### src/design/assert_macros.svh
// Assertion helpers, included by sqe_ctrl.
`ifndef ASSERT_MACROS_SVH
`define ASSERT_MACROS_SVH

// cond must hold at every clock edge outside reset
`define ASSERT_HOLDS(label, clk, rst, cond) \
  label: assert property (@(posedge clk) disable iff (rst) (cond)) \
    else $error("assertion failed");

// cons must hold in the same cycle as ante
`define ASSERT_IMPL(label, clk, rst, ante, cons) \
  label: assert property (@(posedge clk) disable iff (rst) (ante) |-> (cons)) \
    else $error("assertion failed");

// cons must hold in the cycle after ante
`define ASSERT_NEXT(label, clk, rst, ante, cons) \
  label: assert property (@(posedge clk) disable iff (rst) (ante) |=> (cons)) \
    else $error("assertion failed");

`endif

### src/design/sqe_pkg.sv
`timescale 1ns / 1ps
`default_nettype none

package sqe_pkg;

  localparam int DATA_W = 32;

  // request opcodes
  localparam logic [2:0] MODE_PUSH  = 3'd0;
  localparam logic [2:0] MODE_POP   = 3'd1;
  localparam logic [2:0] MODE_PEEK  = 3'd2;
  localparam logic [2:0] MODE_PRINT = 3'd3;
  localparam logic [2:0] MODE_SWAP  = 3'd4;

  // result status codes
  localparam logic [1:0] ST_OK    = 2'd0;
  localparam logic [1:0] ST_EMPTY = 2'd1;
  localparam logic [1:0] ST_SHORT = 2'd2;
  localparam logic [1:0] ST_FULL  = 2'd3;

  typedef struct packed {
    logic [2:0]               mode;
    logic signed [DATA_W-1:0] push_value;
  } sqe_in_t;

  typedef struct packed {
    logic [1:0]               status;
    logic signed [DATA_W-1:0] read_value;
    logic                     last;
  } sqe_out_t;

endpackage

`default_nettype wire

### src/design/sqe_ram.sv
`timescale 1ns / 1ps
`default_nettype none

module sqe_ram #(
  parameter int DEPTH = 64
) (
  input  wire logic                              clk,
  input  wire logic                              wr_en,
  input  wire logic [$clog2(DEPTH)-1:0]          wr_addr,
  input  wire logic signed [sqe_pkg::DATA_W-1:0] wr_data,
  input  wire logic                              rd_en,
  input  wire logic [$clog2(DEPTH)-1:0]          rd_addr,
  output logic signed [sqe_pkg::DATA_W-1:0]      rd_data
);
  import sqe_pkg::*;

  logic signed [DATA_W-1:0] mem [DEPTH];

  always_ff @(posedge clk) begin
    if (wr_en) begin
      mem[wr_addr] <= wr_data;
    end
  end

  // read data holds until the next read
  always_ff @(posedge clk) begin
    if (rd_en) begin
      rd_data <= mem[rd_addr];
    end
  end

endmodule

`default_nettype wire

### src/design/sqe_ctrl.sv
`timescale 1ns / 1ps
`default_nettype none

`include "assert_macros.svh"

module sqe_ctrl #(
  parameter int DEPTH = 64
) (
  input  wire logic                              clk,
  input  wire logic                              rst,
  input  wire logic                              cfg_valid,
  output logic                                   cfg_ready,
  input  wire logic                              cfg_data,
  input  wire logic                              in_valid,
  output logic                                   in_ready,
  input  wire sqe_pkg::sqe_in_t                  in_data,
  output logic                                   out_valid,
  input  wire logic                              out_ready,
  output sqe_pkg::sqe_out_t                      out_data,
  output logic                                   mem_wr_en,
  output logic [$clog2(DEPTH)-1:0]               mem_wr_addr,
  output logic signed [sqe_pkg::DATA_W-1:0]      mem_wr_data,
  output logic                                   mem_rd_en,
  output logic [$clog2(DEPTH)-1:0]               mem_rd_addr,
  input  wire logic signed [sqe_pkg::DATA_W-1:0] mem_rd_data
);
  import sqe_pkg::*;

  localparam int IW = $clog2(DEPTH);
  localparam int CW = $clog2(DEPTH + 1);

  typedef enum logic [5:0] {
    S_IDLE  = 6'b000001,
    S_PEEK  = 6'b000010,
    S_PRINT = 6'b000100,
    S_SWAP1 = 6'b001000,
    S_SWAP2 = 6'b010000,
    S_SWAP3 = 6'b100000
  } state_t;

  state_t                   state, state_next;
  logic [IW-1:0]            front, front_next;
  logic [CW-1:0]            count, count_next;
  logic [CW-1:0]            pidx, pidx_next;
  logic [IW-1:0]            rd_slot, rd_slot_next;
  logic [IW-1:0]            swap_b, swap_b_next;
  logic signed [DATA_W-1:0] hold, hold_next;
  logic                     queue_order;
  logic                     out_free;
  logic                     ld;
  sqe_out_t                 ld_item;
  logic [IW-1:0]            front_dec;
  logic [IW-1:0]            slot_inc;
  logic                     print_last;

  // (base + off) mod DEPTH, with off below DEPTH
  function automatic logic [IW-1:0] wrap_add(input logic [IW-1:0] base,
                                             input logic [CW-1:0] off);
    logic [CW:0] s;
    s = (CW + 1)'(base) + (CW + 1)'(off);
    if (s >= (CW + 1)'(DEPTH)) begin
      s = s - (CW + 1)'(DEPTH);
    end
    return s[IW-1:0];
  endfunction

  assign cfg_ready  = 1'b1;
  assign out_free   = !out_valid || out_ready;
  assign in_ready   = (state == S_IDLE) && out_free;
  assign front_dec  = (front == '0) ? IW'(DEPTH - 1) : front - IW'(1);
  assign slot_inc   = wrap_add(rd_slot, CW'(1));
  assign print_last = (pidx + CW'(1)) == count;

  always_comb begin
    state_next   = state;
    front_next   = front;
    count_next   = count;
    pidx_next    = pidx;
    rd_slot_next = rd_slot;
    swap_b_next  = swap_b;
    hold_next    = hold;
    ld           = 1'b0;
    ld_item      = '0;
    ld_item.last = 1'b1;
    mem_wr_en    = 1'b0;
    mem_wr_addr  = front;
    mem_wr_data  = in_data.push_value;
    mem_rd_en    = 1'b0;
    mem_rd_addr  = front;

    unique case (state)
      S_IDLE: begin
        if (in_valid && in_ready) begin
          unique case (in_data.mode)
            MODE_PUSH: begin
              ld = 1'b1;
              if (count == CW'(DEPTH)) begin
                ld_item.status = ST_FULL;
              end else begin
                mem_wr_en = 1'b1;
                if (queue_order) begin
                  mem_wr_addr = wrap_add(front, count);
                end else begin
                  mem_wr_addr = front_dec;
                  front_next  = front_dec;
                end
                count_next = count + CW'(1);
              end
            end
            MODE_POP: begin
              ld = 1'b1;
              if (count == '0) begin
                ld_item.status = ST_EMPTY;
              end else begin
                front_next = wrap_add(front, CW'(1));
                count_next = count - CW'(1);
              end
            end
            MODE_PEEK: begin
              if (count == '0) begin
                ld             = 1'b1;
                ld_item.status = ST_EMPTY;
              end else begin
                mem_rd_en  = 1'b1;
                state_next = S_PEEK;
              end
            end
            MODE_PRINT: begin
              // empty store: no result at all
              if (count != '0) begin
                mem_rd_en    = 1'b1;
                rd_slot_next = front;
                pidx_next    = '0;
                state_next   = S_PRINT;
              end
            end
            MODE_SWAP: begin
              if (count < CW'(2)) begin
                ld             = 1'b1;
                ld_item.status = ST_SHORT;
              end else begin
                mem_rd_en   = 1'b1;
                swap_b_next = wrap_add(front, CW'(1));
                state_next  = S_SWAP1;
              end
            end
            default: begin
              ld = 1'b1;
            end
          endcase
        end
      end
      S_PEEK: begin
        if (out_free) begin
          ld                 = 1'b1;
          ld_item.read_value = mem_rd_data;
          state_next         = S_IDLE;
        end
      end
      S_PRINT: begin
        if (out_free) begin
          ld                 = 1'b1;
          ld_item.read_value = mem_rd_data;
          ld_item.last       = print_last;
          if (print_last) begin
            state_next = S_IDLE;
          end else begin
            pidx_next    = pidx + CW'(1);
            rd_slot_next = slot_inc;
            mem_rd_en    = 1'b1;
            mem_rd_addr  = slot_inc;
          end
        end
      end
      S_SWAP1: begin
        hold_next   = mem_rd_data;
        mem_rd_en   = 1'b1;
        mem_rd_addr = swap_b;
        state_next  = S_SWAP2;
      end
      S_SWAP2: begin
        mem_wr_en   = 1'b1;
        mem_wr_addr = front;
        mem_wr_data = mem_rd_data;
        state_next  = S_SWAP3;
      end
      S_SWAP3: begin
        // rewrite while stalled is harmless
        mem_wr_en   = 1'b1;
        mem_wr_addr = swap_b;
        mem_wr_data = hold;
        if (out_free) begin
          ld         = 1'b1;
          state_next = S_IDLE;
        end
      end
      default: begin
        state_next = S_IDLE;
      end
    endcase
  end

  always_ff @(posedge clk) begin
    if (rst) begin
      state       <= S_IDLE;
      front       <= '0;
      count       <= '0;
      pidx        <= '0;
      rd_slot     <= '0;
      queue_order <= 1'b0;
      out_valid   <= 1'b0;
    end else begin
      state   <= state_next;
      front   <= front_next;
      count   <= count_next;
      pidx    <= pidx_next;
      rd_slot <= rd_slot_next;
      if (cfg_valid && cfg_ready) begin
        queue_order <= cfg_data;
      end
      if (ld) begin
        out_valid <= 1'b1;
      end else if (out_ready) begin
        out_valid <= 1'b0;
      end
    end
  end

  always_ff @(posedge clk) begin
    swap_b <= swap_b_next;
    hold   <= hold_next;
    if (ld) begin
      out_data <= ld_item;
    end
  end

  `ASSERT_HOLDS(a_count_max, clk, rst, count <= CW'(DEPTH))
  `ASSERT_HOLDS(a_front_range, clk, rst, front < IW'(DEPTH - 1) || front == IW'(DEPTH - 1))
  `ASSERT_IMPL(a_print_idx, clk, rst, state == S_PRINT, pidx < count)
  `ASSERT_IMPL(a_swap_count, clk, rst, state == S_SWAP1 || state == S_SWAP2 || state == S_SWAP3, count >= CW'(2))
  `ASSERT_NEXT(a_peek_go, clk, rst, in_valid && in_ready && in_data.mode == MODE_PEEK && count != '0, state == S_PEEK)

endmodule

`default_nettype wire

### src/design/stack_queue_engine.sv
// Stack / queue engine: a bounded ring store of signed 32-bit values.
// Input channel (in_valid/in_ready/in_data) takes one request: push, pop,
// peek, print-all or swap-top-two. Output channel (out_valid/out_ready/
// out_data) returns results with status, read value and a last marker.
// Config channel (cfg_valid/cfg_ready/cfg_data) sets queue_order:
// 0 pushes at the front (stack), 1 at the back (queue). Write it while idle.
// Push, pop and unused codes load a result with no memory read; peek and
// print-all first read the entry memory; swap steps through S_SWAP1 to
// S_SWAP3. Print-all then streams one element per cycle while out_ready
// allows; print-all on an empty store gives nothing. Requests are taken
// one at a time, set by the read/modify/write sequence on the entry memory
// (one read port, one write port, registered read): push/pop every cycle.
// Results sit in an output register; a stalled receiver holds it and the
// engine waits, with no result lost. A new request is taken while the last
// result still waits only if out_ready is high in that cycle.
// Reset (rst, synchronous) empties the store and sets stack order; the entry
// memory is not cleared, only written slots are ever read.
`timescale 1ns / 1ps
`default_nettype none

module stack_queue_engine #(
  parameter int DEPTH = 64
) (
  input  wire logic              clk,
  input  wire logic              rst,
  input  wire logic              cfg_valid,
  output logic                   cfg_ready,
  input  wire logic              cfg_data,
  input  wire logic              in_valid,
  output logic                   in_ready,
  input  wire sqe_pkg::sqe_in_t  in_data,
  output logic                   out_valid,
  input  wire logic              out_ready,
  output sqe_pkg::sqe_out_t      out_data
);
  import sqe_pkg::*;

  localparam int IW = $clog2(DEPTH);

  // entry memory port
  logic                     mem_wr_en;
  logic [IW-1:0]            mem_wr_addr;
  logic signed [DATA_W-1:0] mem_wr_data;
  logic                     mem_rd_en;
  logic [IW-1:0]            mem_rd_addr;
  logic signed [DATA_W-1:0] mem_rd_data;

  // sequencer: front pointer, fill count, op decode, output register
  sqe_ctrl #(
    .DEPTH(DEPTH)
  ) u_ctrl (
    .clk        (clk),
    .rst        (rst),
    .cfg_valid  (cfg_valid),
    .cfg_ready  (cfg_ready),
    .cfg_data   (cfg_data),
    .in_valid   (in_valid),
    .in_ready   (in_ready),
    .in_data    (in_data),
    .out_valid  (out_valid),
    .out_ready  (out_ready),
    .out_data   (out_data),
    .mem_wr_en  (mem_wr_en),
    .mem_wr_addr(mem_wr_addr),
    .mem_wr_data(mem_wr_data),
    .mem_rd_en  (mem_rd_en),
    .mem_rd_addr(mem_rd_addr),
    .mem_rd_data(mem_rd_data)
  );

  // entry store, registered read
  sqe_ram #(
    .DEPTH(DEPTH)
  ) u_ram (
    .clk    (clk),
    .wr_en  (mem_wr_en),
    .wr_addr(mem_wr_addr),
    .wr_data(mem_wr_data),
    .rd_en  (mem_rd_en),
    .rd_addr(mem_rd_addr),
    .rd_data(mem_rd_data)
  );

endmodule

`default_nettype wire
### config.mk
export PLATFORM = sky130hd
export DESIGN_NAME = stack_queue_engine
export DESIGN_NICKNAME = d
export VERILOG_FILES = /design/src/design/sqe_pkg.sv /design/src/design/sqe_ram.sv /design/src/design/sqe_ctrl.sv /design/src/design/stack_queue_engine.sv
export VERILOG_INCLUDE_DIRS = /design/src /design/src/design
export SDC_FILE = /design/constraint.sdc
export NUM_CORES = 2
export LEC_CHECK = 0
export BUFFER_PORTS_ARGS = -buffer_cell sky130_fd_sc_hd__buf_2
export CORE_MARGIN = 8
export CORE_UTILIZATION = 60
export DETAILED_ROUTE_END_ITERATION = 7
export MAX_ROUTING_LAYER = met4
export PLACE_DENSITY = 0.76
export SETUP_SLACK_MARGIN = 0.3
export SKIP_LAST_GASP = 1
export SYNTH_ARGS = -nofsm -noshare
export SYNTH_HDL_FRONTEND = slang
export SYNTH_SLANG_ARGS = --single-unit
export TNS_END_PERCENT = 100
### constraint.sdc
create_clock -name clk -period 5.3 [get_ports clk]
set_input_delay 0.53 -clock clk [delete_from_list [all_inputs] [get_ports clk]]
set_output_delay 0.53 -clock clk [all_outputs]
set_load 0.01 [all_outputs]
Word level (Yosys, flattened, before mapping)
Memory sizes are Yosys's and may differ from the RTL's. A register that Yosys moved wholly into a read port is not among the register bits. Cells that the tools add are included. W data, S select, Z words.

Add/sub/neg operators: 10. Order comparisons: 4. Eq/ne operators: 26. Multiplexer cells: 70. Bitwise gates (word level): 1. Reductions and logical operators: 22.

Operator list (count): $mux W6 (25); $pmux W32 S2 (2); $mux W7 (7); $pmux W6 S2 (4); $mux W33 (1); $mux W32 (1); $pmux W6 S5 (1); $pmux W7 S2 (2); $sub A6 B1 Y6 const B (4); $mux W1 (18); $pmux W6 S3 (1); $add A6 B1 Y7 const B (2); $add A7 B1 Y7 const B (2); $ge A7 B7 Y1 const B (2); $ne A2 B2 Y1 const B (7); $reduce_and A6 Y1 (2); $ne A3 B3 Y1 const B (3); $pmux W1 S3 (3); $add A6 B7 Y8 (1); $ge A8 B7 Y1 const B (1); $reduce_and A8 Y1 (1); $eq A7 B7 Y1 (1); $eq A7 B7 Y1 const B (1); $logic_not A7 Y1 (1); other kinds (29) (40).

Bits in registers: 107. Bits in writable memories: 2048. Input port bits: 41. Output and inout bits: 38. Logic and storage cells: 146. Memories kept: 1.

Memories: u_ram.mem (words 64, bits a word 32, read ports 1, clocked after Yosys merged registers in 1, wr ports 1, RTL line sqe_ram.sv:17) `logic signed [DATA_W-1:0] mem [DEPTH];`.

Logic depth before layout (Yosys ltp)
Depth after elaboration: 8. Gate-level depth with buffers: 16. Depth with buffers taken out: 13.

Modules after synthesis
From an unflattened synthesis, not the netlist that was laid out.

Cell total of the unflattened synthesis: 4102. Area, all modules: 85229.2 um^2.

By module, submodules not included: sqe_ram (instances 1, cells each 3511, area an instance 79359.9 um^2, seq. area each 62459.9 um^2); sqe_ctrl (instances 1, cells each 591, area an instance 5869.4 um^2, seq. area each 2872.8 um^2).

Least setup slack after synthesis
Ideal clock, no wire load.

Path type: register to register. Start point: register u_ctrl.state[1]. End point: memory u_ram.mem[0][0] (enable). Setup time: 0.425 ns. Data arrival time: 4.044 ns. Required time: 4.875 ns. Slack: 0.832 ns. Cell stages (with the launch flop): 9. Path buffers: 1. Period minus slack after synthesis: 4.468 ns. Cell sequence: dfxtp_1 > or4_1 > nor3b_1 > and3_1 > a31oi_1 > a221o_1 > or3_1 > clkbuf_1 > nor2b_1.

Cells in the longest elaborated chain, start to end: 7. Elaborated cells between the ends (all ways): 12. Those cells by class: eq/ne: 3; mux: 6; reduce/logical: 3.

Ends and longest elaborated chain: start, declared (RTL line sqe_ctrl.sv:41) `state_t state, state_next;`; start signal, assigned (RTL line sqe_ctrl.sv:213) `state <= state_next;`; $eq A6 B1 Y1 (RTL line sqe_ctrl.sv:69, sqe_ctrl.sv:91); $logic_and A1 B1 Y1 (RTL line sqe_ctrl.sv:69) `assign in_ready = (state == S_IDLE) && out_free;`; $logic_and A1 B1 Y1 (RTL line sqe_ctrl.sv:93) `if (in_valid && in_ready) begin`; $mux W1 (RTL line sqe_ctrl.sv:93); $pmux W1 S2 (RTL line sqe_ctrl.sv:91) `unique case (state)`; $mux W1 (RTL line sqe_ram.sv:20) `if (wr_en) begin`; $mux W1 (not written as such) (RTL line sqe_ram.sv:21) `mem[wr_addr] <= wr_data;`; end, declared (RTL line sqe_ram.sv:17).

Parallel ways exist; a longest one is shown, timed or not.

Final worst setup path
Start point: register u_ctrl.pidx[0]. End point: register u_ram.rd_data[28] in the netlist's numbering, read port of u_ram.mem (data pin).

Cells in the longest elaborated chain, start to end: 5. Elaborated cells between the ends (all ways): 8. Those cells by class: add/sub: 1; eq/ne: 1; mux: 6.

Ends and longest elaborated chain: start, declared (RTL line sqe_ctrl.sv:44) `logic [CW-1:0] pidx, pidx_next;`; start signal, assigned (RTL line sqe_ctrl.sv:216) `pidx <= pidx_next;`; $add A7 B1 Y7 (*) (RTL line sqe_ctrl.sv:72) `assign print_last = (pidx + CW'(1)) == count;`; $eq A7 B7 Y1 (*) (RTL line sqe_ctrl.sv:72); $mux W1 or $mux W6 (tied branches) (RTL line sqe_ctrl.sv:165) `if (print_last) begin`; $mux W1 or $mux W6 (tied branches) (RTL line sqe_ctrl.sv:161) `if (out_free) begin`; $pmux W1 S3 or $pmux W6 S2 (tied branches) (RTL line sqe_ctrl.sv:91); end, declared (RTL line sqe_ram.sv:13) `output logic signed [sqe_pkg::DATA_W-1:0] rd_data`.

Mark *: on every way between the ends. The rest lies on a longest branch, timed or not. A chain may end at the register's enable or synchronous reset.

==> flow_summary.html <==
<table>
<tr><th>Metric</th><th>Value</th></tr>
<tr><th colspan="2">Run status</th></tr>
<tr><td>Result of the run</td><td>completed</td></tr>
<tr><th colspan="2">Floorplan</th></tr>
<tr><td>Die Width</td><td>395 um</td></tr>
<tr><td>Boundary pin count</td><td>a little under 80</td></tr>
<tr><td>Starting density of the core</td><td>0.602</td></tr>
<tr><td>Die boundary height</td><td>between 300 and 400 um</td></tr>
<tr><td>Row Count</td><td>between 100 and 150</td></tr>
<tr><td>Total die area</td><td>around 160000 um2</td></tr>
<tr><td>Core area</td><td>roughly 140000 um2</td></tr>
<tr><th colspan="2">Worst setup path</th></tr>
<tr><td>Crit path capture</td><td>u_ram.rd_data[28]</td></tr>
<tr><td>Slack of the worst reg-to-reg path</td><td>between 400 and 500 ps</td></tr>
<tr><td>Top delay family on crit path</td><td>simple AND/OR/NAND/NOR gates</td></tr>
<tr><td>Worst Path Buf+Inv</td><td>4</td></tr>
<tr><td>Worst endpoint data arrival time</td><td>5480 ps</td></tr>
<tr><td>Cell depth of the worst setup path</td><td>15</td></tr>
<tr><td>Standard cell with the maximum stage delay on the critical path</td><td>sky130_fd_sc_hd__nor3_4</td></tr>
<tr><td>Kind of start point of the critical path</td><td>register</td></tr>
<tr><td>Path type of the worst setup path</td><td>register to register</td></tr>
<tr><td>R2R depth</td><td>15</td></tr>
<tr><td>Critical path cell sequence</td><td>ha_1 &gt; nand3_2 &gt; or3_4 &gt; a2111oi_4 &gt; buf_4 &gt; a31oi_2 &gt; inv_2 &gt; o21ai_1 &gt; nor3_4 &gt; buf_12 &gt; buf_12 &gt; a32oi_1 &gt; a31oi_1 &gt; nor4_4 &gt; mux2_2</td></tr>
<tr><td>Max stage delay on crit path</td><td>~550 ps</td></tr>
<tr><td>Critical Path Sink Type</td><td>register</td></tr>
<tr><td>Capturing point of the worst reg2reg path</td><td>u_ram.rd_data[28]</td></tr>
<tr><td>Worst-path fanout max</td><td>36</td></tr>
<tr><td>Required time of the critical path</td><td>approximately 5900 ps</td></tr>
<tr><td>Cell repeated most along the worst path</td><td>sky130_fd_sc_hd__buf_12</td></tr>
<tr><td>Crit path launch</td><td>u_ctrl.pidx[0]</td></tr>
<tr><td>Reg2reg start</td><td>u_ctrl.pidx[0]</td></tr>
<tr><th colspan="2">Global routing</th></tr>
<tr><td>Total grt overflow</td><td>0</td></tr>
<tr><td>First-pass GRT wire length</td><td>358 mm</td></tr>
<tr><td>Pin count of the biggest net entering global routing</td><td>roughly 100</td></tr>
<tr><td>Initial antenna violation count</td><td>3</td></tr>
<tr><td>Total Routing Usage GR</td><td>0.320</td></tr>
<tr><td>Via count of the first global-routing pass</td><td>53700</td></tr>
<tr><th colspan="2">Yosys</th></tr>
<tr><td>Synthesis warning total</td><td>0</td></tr>
<tr><td>Post-synthesis instance area</td><td>approximately 86000 um2</td></tr>
<tr><td>Number of instances in the synthesized netlist</td><td>between 6000 and 7000</td></tr>
<tr><td>Average size of a mapped cell</td><td>around 14 um2</td></tr>
<tr><td>Predominant post-synthesis flop cell</td><td>sky130_fd_sc_hd__edfxtp_1</td></tr>
<tr><td>Part of the Yosys area used for sequential elements</td><td>0.758</td></tr>
<tr><td>Synth Net Count</td><td>~6100</td></tr>
<tr><td>Number of distinct standard cells referenced by the synthesized netlist</td><td>between 70 and 80</td></tr>
<tr><td>Number of register bits inferred by synthesis</td><td>2187</td></tr>
<tr><td>Asr flop ratio synth</td><td>0</td></tr>
<tr><td>Number of enable-type register cells in the synthesized netlist</td><td>between 2000 and 2500</td></tr>
<tr><th colspan="2">Clock network</th></tr>
<tr><td>TritonCTS clock tree</td><td>yes</td></tr>
<tr><td>Cts bufs inserted</td><td>between 200 and 250</td></tr>
<tr><td>Clock Root Buffer</td><td>sky130_fd_sc_hd__clkbuf_16</td></tr>
<tr><td>Clock buffer depth</td><td>3</td></tr>
<tr><td>Total clock sinks</td><td>2187</td></tr>
<tr><td>Clock network latency to the later pin of the worst-skew pair</td><td>roughly 850 ps</td></tr>
<tr><td>Maximum level of the CTS H-tree</td><td>4</td></tr>
<tr><td>Clock transition at the registers of the reported paths</td><td>~70 ps</td></tr>
<tr><th colspan="2">Place</th></tr>
<tr><td>Post-placement cell area</td><td>just over 90000 um2</td></tr>
<tr><td>Cell count after placement</td><td>7946</td></tr>
<tr><td>Hpwl dp</td><td>134 mm</td></tr>
<tr><td>Final weighted congestion in routability-driven placement</td><td>slightly above 0.9</td></tr>
<tr><td>Total of buffers placed on input and output ports</td><td>77</td></tr>
<tr><th colspan="2">Pwr</th></tr>
<tr><td>Ratio of total power to cell area</td><td>around 380 nW/um2</td></tr>
<tr><td>Leakage power</td><td>33.4 nW</td></tr>
<tr><td>Peak VDD IR</td><td>0.396 mV</td></tr>
<tr><th colspan="2">Layout</th></tr>
<tr><td>Number of nets in the layout</td><td>around 6300</td></tr>
<tr><td>Commonest non-fill, non-tap cells in the layout</td><td>sky130_fd_sc_hd__edfxtp_1, sky130_fd_sc_hd__nand2_1, sky130_fd_sc_hd__nand3_1</td></tr>
<tr><td>Fraction of layout instances using a drive strength above 1</td><td>0.126</td></tr>
<tr><td>Most common cell after layout, fill and taps aside</td><td>sky130_fd_sc_hd__edfxtp_1</td></tr>
<tr><td>Synth-to-layout area growth</td><td>13.0%</td></tr>
<tr><td>Cell Count, Final, Fillers Out</td><td>around 8300</td></tr>
<tr><td>Post-layout instance area</td><td>97400 um2</td></tr>
<tr><th colspan="2">Drt</th></tr>
<tr><td>Iter 0 DRT Violations</td><td>slightly below 10000</td></tr>
<tr><td>Remaining routing DRC violations</td><td>0</td></tr>
<tr><td>Final routed wire length divided by cell count</td><td>roughly 30 um</td></tr>
<tr><td>Antenna violation net count after detailed routing</td><td>0</td></tr>
<tr><td>Number of iterations in the first detailed-routing pass</td><td>6</td></tr>
<tr><td>Drt total wl</td><td>between 200 and 300 mm</td></tr>
<tr><td>Vias per inst</td><td>6.71</td></tr>
<tr><td>Vias post-DR</td><td>55900</td></tr>
<tr><th colspan="2">Timing</th></tr>
<tr><td>Clock skew</td><td>about 26 ps</td></tr>
<tr><td>Setup violation total in the final timing report</td><td>0</td></tr>
<tr><td>Number of hold violations in the final report</td><td>0</td></tr>
<tr><td>Minimum clock period after layout</td><td>4900 ps</td></tr>
<tr><td>Fmax</td><td>0.204 GHz</td></tr>
<tr><td>Slew at the pin closest to its max-slew limit</td><td>between 1000 and 1500 ps</td></tr>
<tr><td>Final worst-path cycle share</td><td>0.924</td></tr>
<tr><td>Relative slew slack</td><td>0.0892</td></tr>
<tr><td>Pins over their slew limit</td><td>0</td></tr>
<tr><td>Unrepaired setup endpoints after global routing</td><td>true</td></tr>
<tr><td>Aggregate negative setup slack</td><td>0 ps</td></tr>
<tr><th colspan="2">Job</th></tr>
<tr><td>Count of max-cap constraint violations</td><td>0</td></tr>
<tr><th colspan="2">Min path</th></tr>
<tr><td>Path category of the worst min-delay check</td><td>input port to register</td></tr>
</table>
## power by group
| part | switching [W] | total [W] | internal (W) |
|---|---|---|---|
| Clock | 0.00616 | 0.0138 | 0.00767 |
| Combinational | 0.00245 | 0.00365 | 0.00119 |
| Sequential | 0.0000902 | 0.0193 | 0.0192 |
## cells in the mapped netlist, drive strengths merged, types with 6 or more instances
master  instances  area [um2]
a211oi          9        67.6
a21o            8        60.1
a21oi          56         280
a22oi          33         253
a311oi          8        76.3
a31oi         238        1500
a32oi         218        1910
and2           35         219
and3            7        43.8
buf           244        1320
clkbuf        139         522
dfxtp          34         681
edfxtp       2153       64700
ha             15         188
inv            15        56.3
mux2           23         259
mux2i         271        2710
nand2        1636        6140
nand2b          8        50.1
nand3         516        2590
nand3b          8        60.1
nand4          28         175
nor2          110         413
nor2b          20         125
nor3           16        96.4
nor4           54         338
o211ai          7        57.6
o21a            6        45.0
o21ai          20         100
o22ai          25         156
o41ai           9         131
or3            10        67.6
xnor2          21         184
xor2           15         131
## worst min path at each step
| stage | cells past startpoint | startpoint | end |
|---|---|---|---|
| floorplan | 0 | u_ram.rd_data[0] | u_ctrl.hold[0] |
| global placement | 0 | u_ram.rd_data[15] | u_ctrl.hold[15] |
| detailed placement | 0 | u_ram.rd_data[15] | u_ctrl.hold[15] |
| CTS | 2 | in_data[34] | u_ctrl.out_data[33] |
| global route | 2 | in_data[34] | u_ctrl.out_data[33] |
| finish | 2 | in_data[34] | u_ctrl.out_data[33] |
## cell families after synthesis
group	count (synthesis)	synth area share
AND/OR/NAND/NOR	2460	0.121
flip-flops	2187	0.758
AO/OA/AOI/OAI	671	0.0579
buffers and inverters	401	0.0222
multiplexers	294	0.0345
XOR/XNOR	36	0.00366
adder cells (fa/ha/maj)	17	0.00264
other	1	0.0000435
## repair_timing
item,in CTS,in global routing
hold endpoints to repair,1,0
setup endpoints to repair,14,36
resized for setup,21,5
cloned,1,1
hold buffers,2,0
pin swaps,1,4
buffers inserted,0,8
## routing by layer
metal	up-vias	wire [um]	GRT usage
met3	887	32100	0.0632
met2	4490	115000	0.488
li1	23200	-	-
met5	-	0	-
met4	0	16100	0.167
met1	27300	86800	0.411
## registers in the layout (all words and copies together) (netlist names)
name,count
u_ctrl.state,6
u_ctrl.front,6
u_ram.mem,2048
u_ctrl.out_valid,1
u_ctrl.hold,32
u_ctrl.out_data,35
u_ctrl.pidx,7
u_ctrl.swap_b,6
u_ctrl.count,7
u_ram.rd_data,32
u_ctrl.queue_order,1
u_ctrl.rd_slot,6
## area by class of cell
cell class | count | area [um2]
multi-input cells | 3480 | 19800
inverters | 18 | 67.6
repair buffers | 370 | 3590
clock buffers | 259 | 5420
flip-flops and latches | 2187 | 65300
well taps | 1903 | 2380
clock inverters | 110 | 788
fillers | 9035 | 45700
diodes | 4 | 10.0
## worst reg2reg max path: stages (launching register included)
cell and delay (ps):
sky130_fd_sc_hd__dfxtp_1 440, sky130_fd_sc_hd__ha_1 340, sky130_fd_sc_hd__nand3_2 150, sky130_fd_sc_hd__or3_4 430
sky130_fd_sc_hd__a2111oi_4 290, sky130_fd_sc_hd__buf_4 200, sky130_fd_sc_hd__a31oi_2 100, sky130_fd_sc_hd__inv_2 310
sky130_fd_sc_hd__o21ai_1 180, sky130_fd_sc_hd__nor3_4 550, sky130_fd_sc_hd__buf_12 310, sky130_fd_sc_hd__buf_12 290
sky130_fd_sc_hd__a32oi_1 140, sky130_fd_sc_hd__a31oi_1 430, sky130_fd_sc_hd__nor4_4 160, sky130_fd_sc_hd__mux2_2 300
## per-stage QoR
stage          worst slack (ps)  total power, W   util  hold slack (ps)
2_1_floorplan               832          0.0216      -              442
3_3_place_gp               -771          0.0230  0.635              481
3_5_place_dp               -413          0.0231  0.635              498
4_1_cts                     298          0.0367  0.679             54.6
5_1_grt                     278          0.0376  0.680             84.2
6_report                    403          0.0368  0.680              111
(Power assumes the default switching activity.)
